`src/hw/rtl/qse_pkg.sv`:
```
// Shared constants, types and port bundles of the quicksort engine.
`default_nettype none

package qse_pkg;

  localparam int CAPACITY    = 16;
  localparam int IDX_W       = $clog2(CAPACITY);
  localparam int CNT_W       = IDX_W + 1;
  localparam int STACK_SLOTS = 16;
  localparam int SP_W        = $clog2(STACK_SLOTS);
  localparam int DEPTH_W     = SP_W + 1;
  localparam int WORD_W      = 32;

  typedef logic [IDX_W-1:0]  idx_t;
  typedef logic [CNT_W-1:0]  cnt_t;
  typedef logic [WORD_W-1:0] word_t;

  typedef struct packed {
    idx_t lo;
    idx_t hi;
  } range_t;

  typedef struct packed {
    logic   push;
    logic   pop;
    range_t rng;
  } stk_cmd_t;

  typedef struct packed {
    logic  we;
    idx_t  waddr;
    word_t wdata;
    idx_t  raddr;
  } elem_req_t;

endpackage

`default_nettype wire

```
`src/hw/rtl/quicksort_engine_unit.sv`:
```
// Top level of the quicksort engine: load, sort and output sequencer.
//
//   Channel  | Ports                               | Transfer
//   ---------+-------------------------------------+---------------------------------
//   input    | start, busy, value, last            | start high while busy is low
//   result   | strobe, value_res, last_res,        | every cycle in which strobe
//            | overflow                            | is high (no back pressure)
//
// Loading takes one element per cycle in which start is high. After the
// element marked last, busy stays high while the buffer is sorted in place.
// Per range the pivot is read first, each other element is read and compared,
// each swap and the placing of the pivot take two writes, and the range is
// split; the element memory has one write port and one registered read port.
// The sorted set then leaves one result at a time, each read from the buffer
// before it is strobed. Reset clears the control state and the counts; the
// element and range memories are not cleared. The receiver cannot stall results.
`default_nettype none

module quicksort_engine_unit (
  input  wire logic               clk,
  input  wire logic               rst,
  input  wire logic               start,
  output logic                    busy,
  input  wire logic signed [31:0] value,
  input  wire logic               last,
  output logic                    strobe,
  output logic signed [31:0]      value_res,
  output logic                    last_res,
  output logic                    overflow
);

  localparam int IW = qse_pkg::IDX_W;

  // Sequencer states.
  localparam logic [3:0] ST_LOAD  = 4'd0;
  localparam logic [3:0] ST_INIT  = 4'd1;
  localparam logic [3:0] ST_POP   = 4'd2;
  localparam logic [3:0] ST_POPW  = 4'd3;
  localparam logic [3:0] ST_RANGE = 4'd4;
  localparam logic [3:0] ST_PIV   = 4'd5;
  localparam logic [3:0] ST_SCAN  = 4'd6;
  localparam logic [3:0] ST_CMP   = 4'd7;
  localparam logic [3:0] ST_SWP1  = 4'd8;
  localparam logic [3:0] ST_SWP2  = 4'd9;
  localparam logic [3:0] ST_FIN1  = 4'd10;
  localparam logic [3:0] ST_FIN2  = 4'd11;
  localparam logic [3:0] ST_SPLIT = 4'd12;
  localparam logic [3:0] ST_OREAD = 4'd13;
  localparam logic [3:0] ST_OEMIT = 4'd14;

  logic [3:0]     state, state_next;
  qse_pkg::cnt_t  count, count_next;
  logic           ovf, ovf_next;
  qse_pkg::cnt_t  lo, lo_next;
  qse_pkg::cnt_t  hi, hi_next;
  qse_pkg::cnt_t  split, split_next;
  qse_pkg::cnt_t  j, j_next;
  qse_pkg::word_t pivot, pivot_next;
  qse_pkg::word_t tmp, tmp_next;

  qse_pkg::elem_req_t req;
  qse_pkg::word_t     rdata;
  qse_pkg::stk_cmd_t  cmd;
  qse_pkg::range_t    stk_rdata;
  logic               stk_empty;

  // Arithmetic on the range pointers, kept one bit wider than an index so
  // that one past the last entry is still representable.
  qse_pkg::cnt_t split_inc, split_dec, lo_inc, j_inc, count_dec;
  logic          is_final;

  assign split_inc = split + 1'b1;
  assign split_dec = split - 1'b1;
  assign lo_inc    = lo + 1'b1;
  assign j_inc     = j + 1'b1;
  assign count_dec = count - 1'b1;
  assign is_final  = (j == count_dec);

  qse_elem_mem u_elem_mem (
    .clk   (clk),
    .req   (req),
    .rdata (rdata)
  );

  qse_range_stack u_range_stack (
    .clk   (clk),
    .rst   (rst),
    .cmd   (cmd),
    .rdata (stk_rdata),
    .empty (stk_empty)
  );

  always_comb begin
    state_next = state;
    count_next = count;
    ovf_next   = ovf;
    lo_next    = lo;
    hi_next    = hi;
    split_next = split;
    j_next     = j;
    pivot_next = pivot;
    tmp_next   = tmp;
    req        = '0;
    cmd        = '0;

    case (state)
      ST_LOAD: begin
        // Store the element while room is left; otherwise drop it and flag.
        if (start) begin
          if (count < qse_pkg::cnt_t'(qse_pkg::CAPACITY)) begin
            req.we     = 1'b1;
            req.waddr  = count[IW-1:0];
            req.wdata  = value;
            count_next = count + 1'b1;
          end else begin
            ovf_next = 1'b1;
          end
          if (last) begin
            state_next = ST_INIT;
          end
        end
      end
      ST_INIT: begin
        if (count < qse_pkg::cnt_t'(2)) begin
          j_next     = '0;
          state_next = ST_OREAD;
        end else begin
          cmd.push   = 1'b1;
          cmd.rng.lo = '0;
          cmd.rng.hi = count_dec[IW-1:0];
          state_next = ST_POP;
        end
      end
      ST_POP: begin
        if (stk_empty) begin
          j_next     = '0;
          state_next = ST_OREAD;
        end else begin
          cmd.pop    = 1'b1;
          state_next = ST_POPW;
        end
      end
      ST_POPW: begin
        lo_next    = {1'b0, stk_rdata.lo};
        hi_next    = {1'b0, stk_rdata.hi};
        state_next = ST_RANGE;
      end
      ST_RANGE: begin
        if (lo < hi) begin
          req.raddr  = lo[IW-1:0];
          state_next = ST_PIV;
        end else begin
          state_next = ST_POP;
        end
      end
      ST_PIV: begin
        pivot_next = rdata;
        split_next = lo;
        j_next     = lo_inc;
        state_next = ST_SCAN;
      end
      ST_SCAN: begin
        if (j <= hi) begin
          req.raddr  = j[IW-1:0];
          state_next = ST_CMP;
        end else if (split == lo) begin
          state_next = ST_SPLIT;
        end else begin
          req.raddr  = split[IW-1:0];
          state_next = ST_FIN1;
        end
      end
      ST_CMP: begin
        // An element below the pivot grows the lower side by one; it is
        // swapped with the first element of the upper side, if there is one.
        if ($signed(rdata) < $signed(pivot)) begin
          split_next = split_inc;
          if (split_inc == j) begin
            j_next     = j_inc;
            state_next = ST_SCAN;
          end else begin
            tmp_next   = rdata;
            req.raddr  = split_inc[IW-1:0];
            state_next = ST_SWP1;
          end
        end else begin
          j_next     = j_inc;
          state_next = ST_SCAN;
        end
      end
      ST_SWP1: begin
        req.we     = 1'b1;
        req.waddr  = split[IW-1:0];
        req.wdata  = tmp;
        tmp_next   = rdata;
        state_next = ST_SWP2;
      end
      ST_SWP2: begin
        req.we     = 1'b1;
        req.waddr  = j[IW-1:0];
        req.wdata  = tmp;
        j_next     = j_inc;
        state_next = ST_SCAN;
      end
      ST_FIN1: begin
        req.we     = 1'b1;
        req.waddr  = lo[IW-1:0];
        req.wdata  = rdata;
        state_next = ST_FIN2;
      end
      ST_FIN2: begin
        req.we     = 1'b1;
        req.waddr  = split[IW-1:0];
        req.wdata  = pivot;
        state_next = ST_SPLIT;
      end
      ST_SPLIT: begin
        // Keep working on the smaller side and push the larger one, which
        // bounds the stack depth by the log of the capacity.
        if ((split - lo) < (hi - split)) begin
          if (split_inc < hi) begin
            cmd.push   = 1'b1;
            cmd.rng.lo = split_inc[IW-1:0];
            cmd.rng.hi = hi[IW-1:0];
          end
          if (split == lo) begin
            state_next = ST_POP;
          end else begin
            hi_next    = split_dec;
            state_next = ST_RANGE;
          end
        end else begin
          if (split > lo_inc) begin
            cmd.push   = 1'b1;
            cmd.rng.lo = lo[IW-1:0];
            cmd.rng.hi = split_dec[IW-1:0];
          end
          lo_next    = split_inc;
          state_next = ST_RANGE;
        end
      end
      ST_OREAD: begin
        req.raddr  = j[IW-1:0];
        state_next = ST_OEMIT;
      end
      ST_OEMIT: begin
        j_next = j_inc;
        if (is_final) begin
          count_next = '0;
          ovf_next   = 1'b0;
          state_next = ST_LOAD;
        end else begin
          state_next = ST_OREAD;
        end
      end
      default: begin
        state_next = ST_LOAD;
      end
    endcase
  end

  always_ff @(posedge clk) begin
    if (rst) begin
      state <= ST_LOAD;
      count <= '0;
      ovf   <= 1'b0;
    end else begin
      state <= state_next;
      count <= count_next;
      ovf   <= ovf_next;
    end
  end

  // Working pointers and held words need no reset.
  always_ff @(posedge clk) begin
    lo    <= lo_next;
    hi    <= hi_next;
    split <= split_next;
    j     <= j_next;
    pivot <= pivot_next;
    tmp   <= tmp_next;
  end

  // Results come straight from the registered read port of the buffer.
  assign busy      = (state != ST_LOAD);
  assign strobe    = (state == ST_OEMIT);
  assign value_res = $signed(rdata);
  assign last_res  = is_final;
  assign overflow  = ovf;

endmodule

`default_nettype wire

```
`src/hw/rtl/qse_elem_mem.sv`:
```
// Element buffer: one write port and one registered read port.
`default_nettype none

module qse_elem_mem (
  input  wire logic              clk,
  input  wire qse_pkg::elem_req_t req,
  output qse_pkg::word_t         rdata
);

  qse_pkg::word_t mem [qse_pkg::CAPACITY];

  always_ff @(posedge clk) begin
    if (req.we) begin
      mem[req.waddr] <= req.wdata;
    end
    rdata <= mem[req.raddr];
  end

endmodule

`default_nettype wire

```
`src/hw/rtl/qse_range_stack.sv`:
```
// Stack of index ranges held in a small memory, with a registered pop read.
`default_nettype none

module qse_range_stack (
  input  wire logic              clk,
  input  wire logic              rst,
  input  wire qse_pkg::stk_cmd_t cmd,
  output qse_pkg::range_t        rdata,
  output logic                   empty
);

  qse_pkg::range_t mem [qse_pkg::STACK_SLOTS];

  logic [qse_pkg::DEPTH_W-1:0] depth;
  logic [qse_pkg::DEPTH_W-1:0] depth_dec;
  logic                        full;

  assign depth_dec = depth - 1'b1;
  assign full      = (depth == qse_pkg::DEPTH_W'(qse_pkg::STACK_SLOTS));
  assign empty     = (depth == '0);

  always_ff @(posedge clk) begin
    if (rst) begin
      depth <= '0;
    end else if (cmd.push && !full) begin
      depth <= depth + 1'b1;
    end else if (cmd.pop && !empty) begin
      depth <= depth_dec;
    end
  end

  always_ff @(posedge clk) begin
    if (cmd.push && !full) begin
      mem[depth[qse_pkg::SP_W-1:0]] <= cmd.rng;
    end
    if (cmd.pop) begin
      rdata <= mem[depth_dec[qse_pkg::SP_W-1:0]];
    end
  end

endmodule

`default_nettype wire
```
`config.mk`:
```
export PLATFORM = sky130hd
export DESIGN_NAME = quicksort_engine_unit
export DESIGN_NICKNAME = d
export VERILOG_FILES = /design/src/hw/rtl/qse_pkg.sv /design/src/hw/rtl/quicksort_engine_unit.sv /design/src/hw/rtl/qse_elem_mem.sv /design/src/hw/rtl/qse_range_stack.sv
export SDC_FILE = /design/constraint.sdc
export NUM_CORES = 1
export LEC_CHECK = 0
export BUFFER_PORTS_ARGS = -buffer_cell sky130_fd_sc_hd__buf_2
export CAP_MARGIN = 40
export CORE_MARGIN = 5
export CORE_UTILIZATION = 25
export DETAILED_ROUTE_END_ITERATION = 12
export GPL_TIMING_DRIVEN = 0
export PLACE_DENSITY = 0.35
export SETUP_SLACK_MARGIN = 0.5
export SLEW_MARGIN = 0
export SYNTH_ARGS = -nofsm -noshare
export SYNTH_HDL_FRONTEND = slang
export SYNTH_SLANG_ARGS = --single-unit
```
`constraint.sdc`:
```
create_clock -name clk -period 6.05 [get_ports clk]
set_input_delay 1.815 -clock clk [delete_from_list [all_inputs] [get_ports clk]]
set_output_delay 1.815 -clock clk [all_outputs]
set_load 0.02 [all_outputs]
```
* Word-level counts from Yosys, hierarchy flattened *
Memory sizes are Yosys's and may differ from the RTL's. A register that Yosys moved wholly into a read port is not among the register bits.
Index checks and enable logic that the tools add are counted.

operators by class
  div/mod/pow operators = 0
  bitwise gates (word level) = 0
  add/subtract/negate cells = 10
  magnitude comparators = 8
  multiplexer cells = 63
  multipliers = 0
  reductions and logical operators = 23
  equal/unequal tests = 31
  shifts and indexed selects = 0

operator list
  kind                   number
  $pmux W37 S5           1
  $mux W37               2
  $mux W5                13
  $mux W32               2
  $pmux W32 S2           1
  $mux W4                15
  $pmux W4 S14           1
  $pmux W5 S2            4
  $lt A32 B32 Y1         1
  $eq A4 B4 Y1 const B   7
  $add A5 B1 Y5 const B  5
  $pmux W5 S5            1
  $mux W8                3
  $ne A2 B2 Y1 const B   10
  $eq A4 B3 Y1 const B   4
  $pmux W4 S4            1
  $pmux W8 S2            1
  $eq A5 B5 Y1           3
  $lt A5 B5 Y1           3
  $sub A5 B1 Y5 const B  3
  $mux W1                13
  $reduce_and A4 Y1      3
  $reduce_bool A2 Y1     5
  $sub A5 B5 Y5          2
  20 further kinds       31

word-level totals
  bits in writable memories = 640
  register bits = 99
  bits in read-only memories = 0
  bits in latches = 0
  memories kept = 2
  word-level logic and storage cells = 147

memory list
  memory             words  width  read ports  clocked after memory_dff  wr ports  line                   source
  u_elem_mem.mem     16     32     1           1                         1         qse_elem_mem.sv:10     qse_pkg::word_t mem [qse_pkg::CAPACITY];
  u_range_stack.mem  16     8      1           1                         1         qse_range_stack.sv:12  qse_pkg::range_t mem [qse_pkg::STACK_SLOTS];

* Depth between registers and ports, before layout *
  depth after elaboration = 8
  mapped depth = 18
  gate-level depth less buffers = 16

* Modules after synthesis *
From an unflattened synthesis, not the netlist that was laid out.

unflattened totals
  cell total of the unflattened synthesis = 1948
  area, all modules = 32427.4 um^2

by module, submodules not included
  module                 sequential area each (um^2)  area an instance (um^2)  cells an instance  instances
  qse_elem_mem           16015.4                      19835.3                  838                1
  quicksort_engine_unit  2722.6                       6911.6                   761                1
  qse_range_stack        4184.0                       5680.4                   349                1

* Worst setup path after synthesis *
Ideal clock, no wire load.

  path type = input -> register
  start = input port start
  end = memory u_elem_mem.mem[12][0] (netlist name) (enable)
  setup slack = 0.996 ns
  arrival time = 4.592 ns
  stages on the path = 5
  data required time = 5.589 ns
  path through = nand2_1 -> nor2_1 -> a22o_1 -> nand2_1 -> nor3_1

between the ends
  longest elaborated chain between the ends = 4

ends and longest elaborated chain
  item                           line                          source
  from (decl)                    quicksort_engine_unit.sv:22   input wire logic start,
  $mux W37 *                     quicksort_engine_unit.sv:109  if (start) begin
  $pmux W37 S5 *                 quicksort_engine_unit.sv:106  case (state)
  $mux W1                        qse_elem_mem.sv:13            if (req.we) begin
  $mux W1 (implied by the code)  qse_elem_mem.sv:14            mem[req.waddr] <= req.wdata;
  to (decl)                      qse_elem_mem.sv:10

Every way passes the cells marked *; elsewhere a longest branch is shown, timed or not.

* Worst setup path in the final report *
  start = register u_elem_mem.rdata[15] (read register of u_elem_mem.mem)
  end = register u_elem_mem.rdata[0] (read register of u_elem_mem.mem)

between the ends
  longest elaborated chain between the ends = 3

ends and longest elaborated chain
  item            line                          source
  from (decl)     qse_elem_mem.sv:7             output qse_pkg::word_t rdata
  $lt A32 B32 Y1  quicksort_engine_unit.sv:176  if ($signed(rdata) < $signed(pivot)) begin
  $mux W4         quicksort_engine_unit.sv:176
  $pmux W4 S4     quicksort_engine_unit.sv:106

Every way passes these cells.
A chain may end at the register's enable or synchronous reset.

==> metrics.txt <==
outcome finished, final reports clean; Fin. Hold Viols 0; max_cap viols 0; commonest non-fill, non-tap cell in the layout edfxtp_1; CP cell instances ha_1 > nand2_1 > nor4_1 > o311ai_1 > buf_2 > a2111o_1 > nand4_2 > nor2_1 > a21boi_4 > and2_0 > clkbuf_1 > clkbuf_1 > a32oi_1 > o21ai_1; Final Skew 34.3 ps; reg2reg setup slack between 700 and 800 ps; Fin Hold WS 525 ps; CTS root buf clkbuf_16; Die Width around 370 um; CP max stage delay between 600 and 700 ps; first-pass GRT wire length ~160 mm; TritonCTS clock tree yes; Avg Cell Area, Syn ~14 um^2; EDFF count, synth ~730; synth-to-layout area growth 20.9%; Critical Path RT roughly 6600 ps; First DRT Iteration DRCs between 1000 and 1500; reg2reg end u_elem_mem.rdata[0]$_DFF_P_; Cell variety after synth 76; # nets final ~2800; worst skew pair latency 680 ps; end point of the critical path u_elem_mem.rdata[0]$_DFF_P_; Max Fanout on Critical Path 10; Startpoint Class flip-flop; worst r2r src u_elem_mem.rdata[15]$_DFF_P_; vias in the first global route between 20000 and 25000; commonest non-fill, non-tap cells in the layout edfxtp_1 (732), nor2_1 (242), nand2_1 (240), mux2i_1 (135), clkbuf_1 (110); gp weighted congestion ~0.78; total power draw between 15 and 20 mW; via count just over 20000; full die area 140000 um^2; Worst-Margin Slew around 940 ps; Std-Cell Rows 133; Synth area leaders edfxtp_1 (67%), mux2i_1 (4.1%), nor2_1 (3.0%); Post-Syn Instances ~2400; Finish-stage setup viols 0; drt drc 0; Synth Cell Area between 30000 and 40000 um^2; total number of yosys warnings 0; Post-synth ARST share 0; Routed Antenna Nets 0; PD cells a little under 400 nW/um^2; wire per inst roughly 25 um; pin count of the biggest net entering global routing 22; register area share after synthesis 0.694; DRT Pass-1 Iters 6; share of cells above drive strength 1 0.160; initial core utilization 0.251; Crit Path Class flip-flop to flip-flop; max_slew headroom 0.369; Synth top area share 0.665; H-tree depth 3; worst vdd ir 0.195 mV; #FFs+latches synth about 800; most frequent CP cell clkbuf_1; Final Max Slew Viols 0; clock buffer depth 3; start point of the critical path u_elem_mem.rdata[15]$_DFF_P_; Total Routing Usage GR 0.154; core area ~130000 um^2; Synth area leader edfxtp_1; Final period util 0.879; fmax 188 MHz; crit path DAT 5830 ps; CTS sink count 779; Worst Hold Class flip-flop to flip-flop; Reg clk slew, reported paths around 60 ps; global route total overflow 0; vias per inst around 4.6; Synth Flop Type edfxtp_1; R2R cell count 14; hold buffer count at cts 0; chip height roughly 370 um; Leak about 14 nW; Placed Cells around 4300; filler instances between 10000 and 15000; critical path's slowest cell clkbuf_1; Period minus WS final between 5000 and 6000 ps; I/O Buffers 71; CTS Buf Count between 90 and 100; RSZ-0062 raised after global routing false; syn_nets 2484; Detailed Place HPWL 80.1 mm; critical path endpoint category flip-flop; io pins around 70; Non-Filler Instances around 4500; final WL approximately 110 mm; initial antenna violation count 7
[how the worst min path moves through the flow]
| stage | from | to | depth (start not counted) |
|---|---|---|---|
| after floorplan | u_range_stack.rdata[7]$_DFFE_PP_ | lo[3]$_DFFE_PP_ | 2 |
| after global placement | u_elem_mem.rdata[21]$_DFF_P_ | tmp[21]$_DFFE_PP_ | 0 |
| after detailed placement | u_elem_mem.rdata[0]$_DFF_P_ | tmp[0]$_DFFE_PP_ | 0 |
| after CTS | u_elem_mem.rdata[24]$_DFF_P_ | tmp[24]$_DFFE_PP_ | 0 |
| after global routing | u_elem_mem.rdata[23]$_DFF_P_ | pivot[23]$_DFFE_PP_ | 0 |
| final | u_elem_mem.rdata[24]$_DFF_P_ | tmp[24]$_DFFE_PP_ | 0 |
[metal layers]
layer / routed length, um / track usage / up-vias
met3: 4400 / 0.0226 / 123
met5: 13 / 0 / -
met4: 2110 / 0.0396 / 2
met1: 50800 / 0.209 / 10500
li1: - / - / 9468
met2: 53600 / 0.261 / 451
[per-stage QoR]
step | area (um^2) | setup slack [ps] | utilization | TNS, ps
after global routing | 39900 | 503 | 0.304 | 0
after floorplan | 33000 | 996 | - | 0
final | 39900 | 735 | 0.304 | 0
after global placement | 35600 | -2010 | 0.271 | -465720
after detailed placement | 36900 | 398 | 0.280 | 0
after CTS | 39900 | 383 | 0.303 | 0
[worst max-delay path, delay by kind of cell (launching register included)]
family	cells	cell delay (ps)
AND/OR/NAND/NOR	5	1150
adder cells (fa/ha/maj)	1	370
buffers and inverters	3	1340
AO/OA/AOI/OAI	5	1830
flip-flops	1	430
[flip-flops by register name, indices dropped and copies added (netlist names)]
signal	count
u_range_stack.rdata	8
u_range_stack.depth	5
tmp	32
u_elem_mem.rdata	32
hi	5
j	5
split	5
u_range_stack.mem	128
pivot	32
state	4
u_elem_mem.mem	512
overflow	1
lo	5
count	5
[cells in the mapped netlist, types with 7 or more instances]
master    count
edfxtp_1    732
dfxtp_1      47
nand2b_1     12
xnor2_1      24
or3_1         7
clkbuf_1     93
o22ai_1      14
a32oi_1      64
a21o_1        9
a21oi_1     103
o221ai_1     32
o21a_1       11
a22oi_1      34
inv_1        96
ha_1         73
xor2_1       12
o21ai_0     124
buf_2        16
nor2_1      265
nand3_1      19
mux2i_1     135
nand2_1     240
o21ai_1      40
a211oi_1      7
buf_4         9
buf_6         7
buf_1        10
nor3_1       12
mux4_2       40
[logic make-up (layout without fill, tap and decap cells)]
| kind of cell | count (synthesis) | after routing | synth area share |
|---|---|---|---|
| other | 0 | 1 | 0 |
| AOI/OAI and AO/OA | 476 | 476 | 0.0935 |
| xor gates and xnor gates | 38 | 38 | 0.0109 |
| and+or+nand+nor | 595 | 595 | 0.0745 |
| DFF | 779 | 779 | 0.694 |
| buffers and inverters | 233 | 577 | 0.0297 |
| adders and majority gates | 75 | 75 | 0.0289 |
| muxes | 177 | 177 | 0.0688 |
[cell type report]
class / instances / area [um^2] / share of cell area
diodes: 1 / 2.50 / 0.0000626
plain buffers: 136 / 623 / 0.0156
clock buffers: 125 / 2590 / 0.0648
clock inverters: 46 / 418 / 0.0105
inverters: 97 / 368 / 0.00921
multi-input cells: 1361 / 9320 / 0.233
flip-flops and latches: 779 / 22900 / 0.574
well taps: 1755 / 2200 / 0.0550
repair buffers: 173 / 1510 / 0.0377
[power by group]
| group | leakage [nW] | internal, mW | switching, mW | total, mW |
|---|---|---|---|---|
| Sequential | 7.30 | 6.63 | 0.292 | 6.92 |
| Combinational | 5.11 | 0.961 | 2.05 | 3.01 |
| Clock | 1.46 | 3.25 | 2.25 | 5.51 |
| Total | 13.9 | 10.8 | 4.60 | 15.4 |
[timing repair]
item / CTS / global route
endpoints found under the setup margin: 64 / 110
resized for setup: 4 / 12
buffers inserted: 0 / 0
pin swaps: 0 / 1
Note: power is estimated with default switching activity, not from simulation.
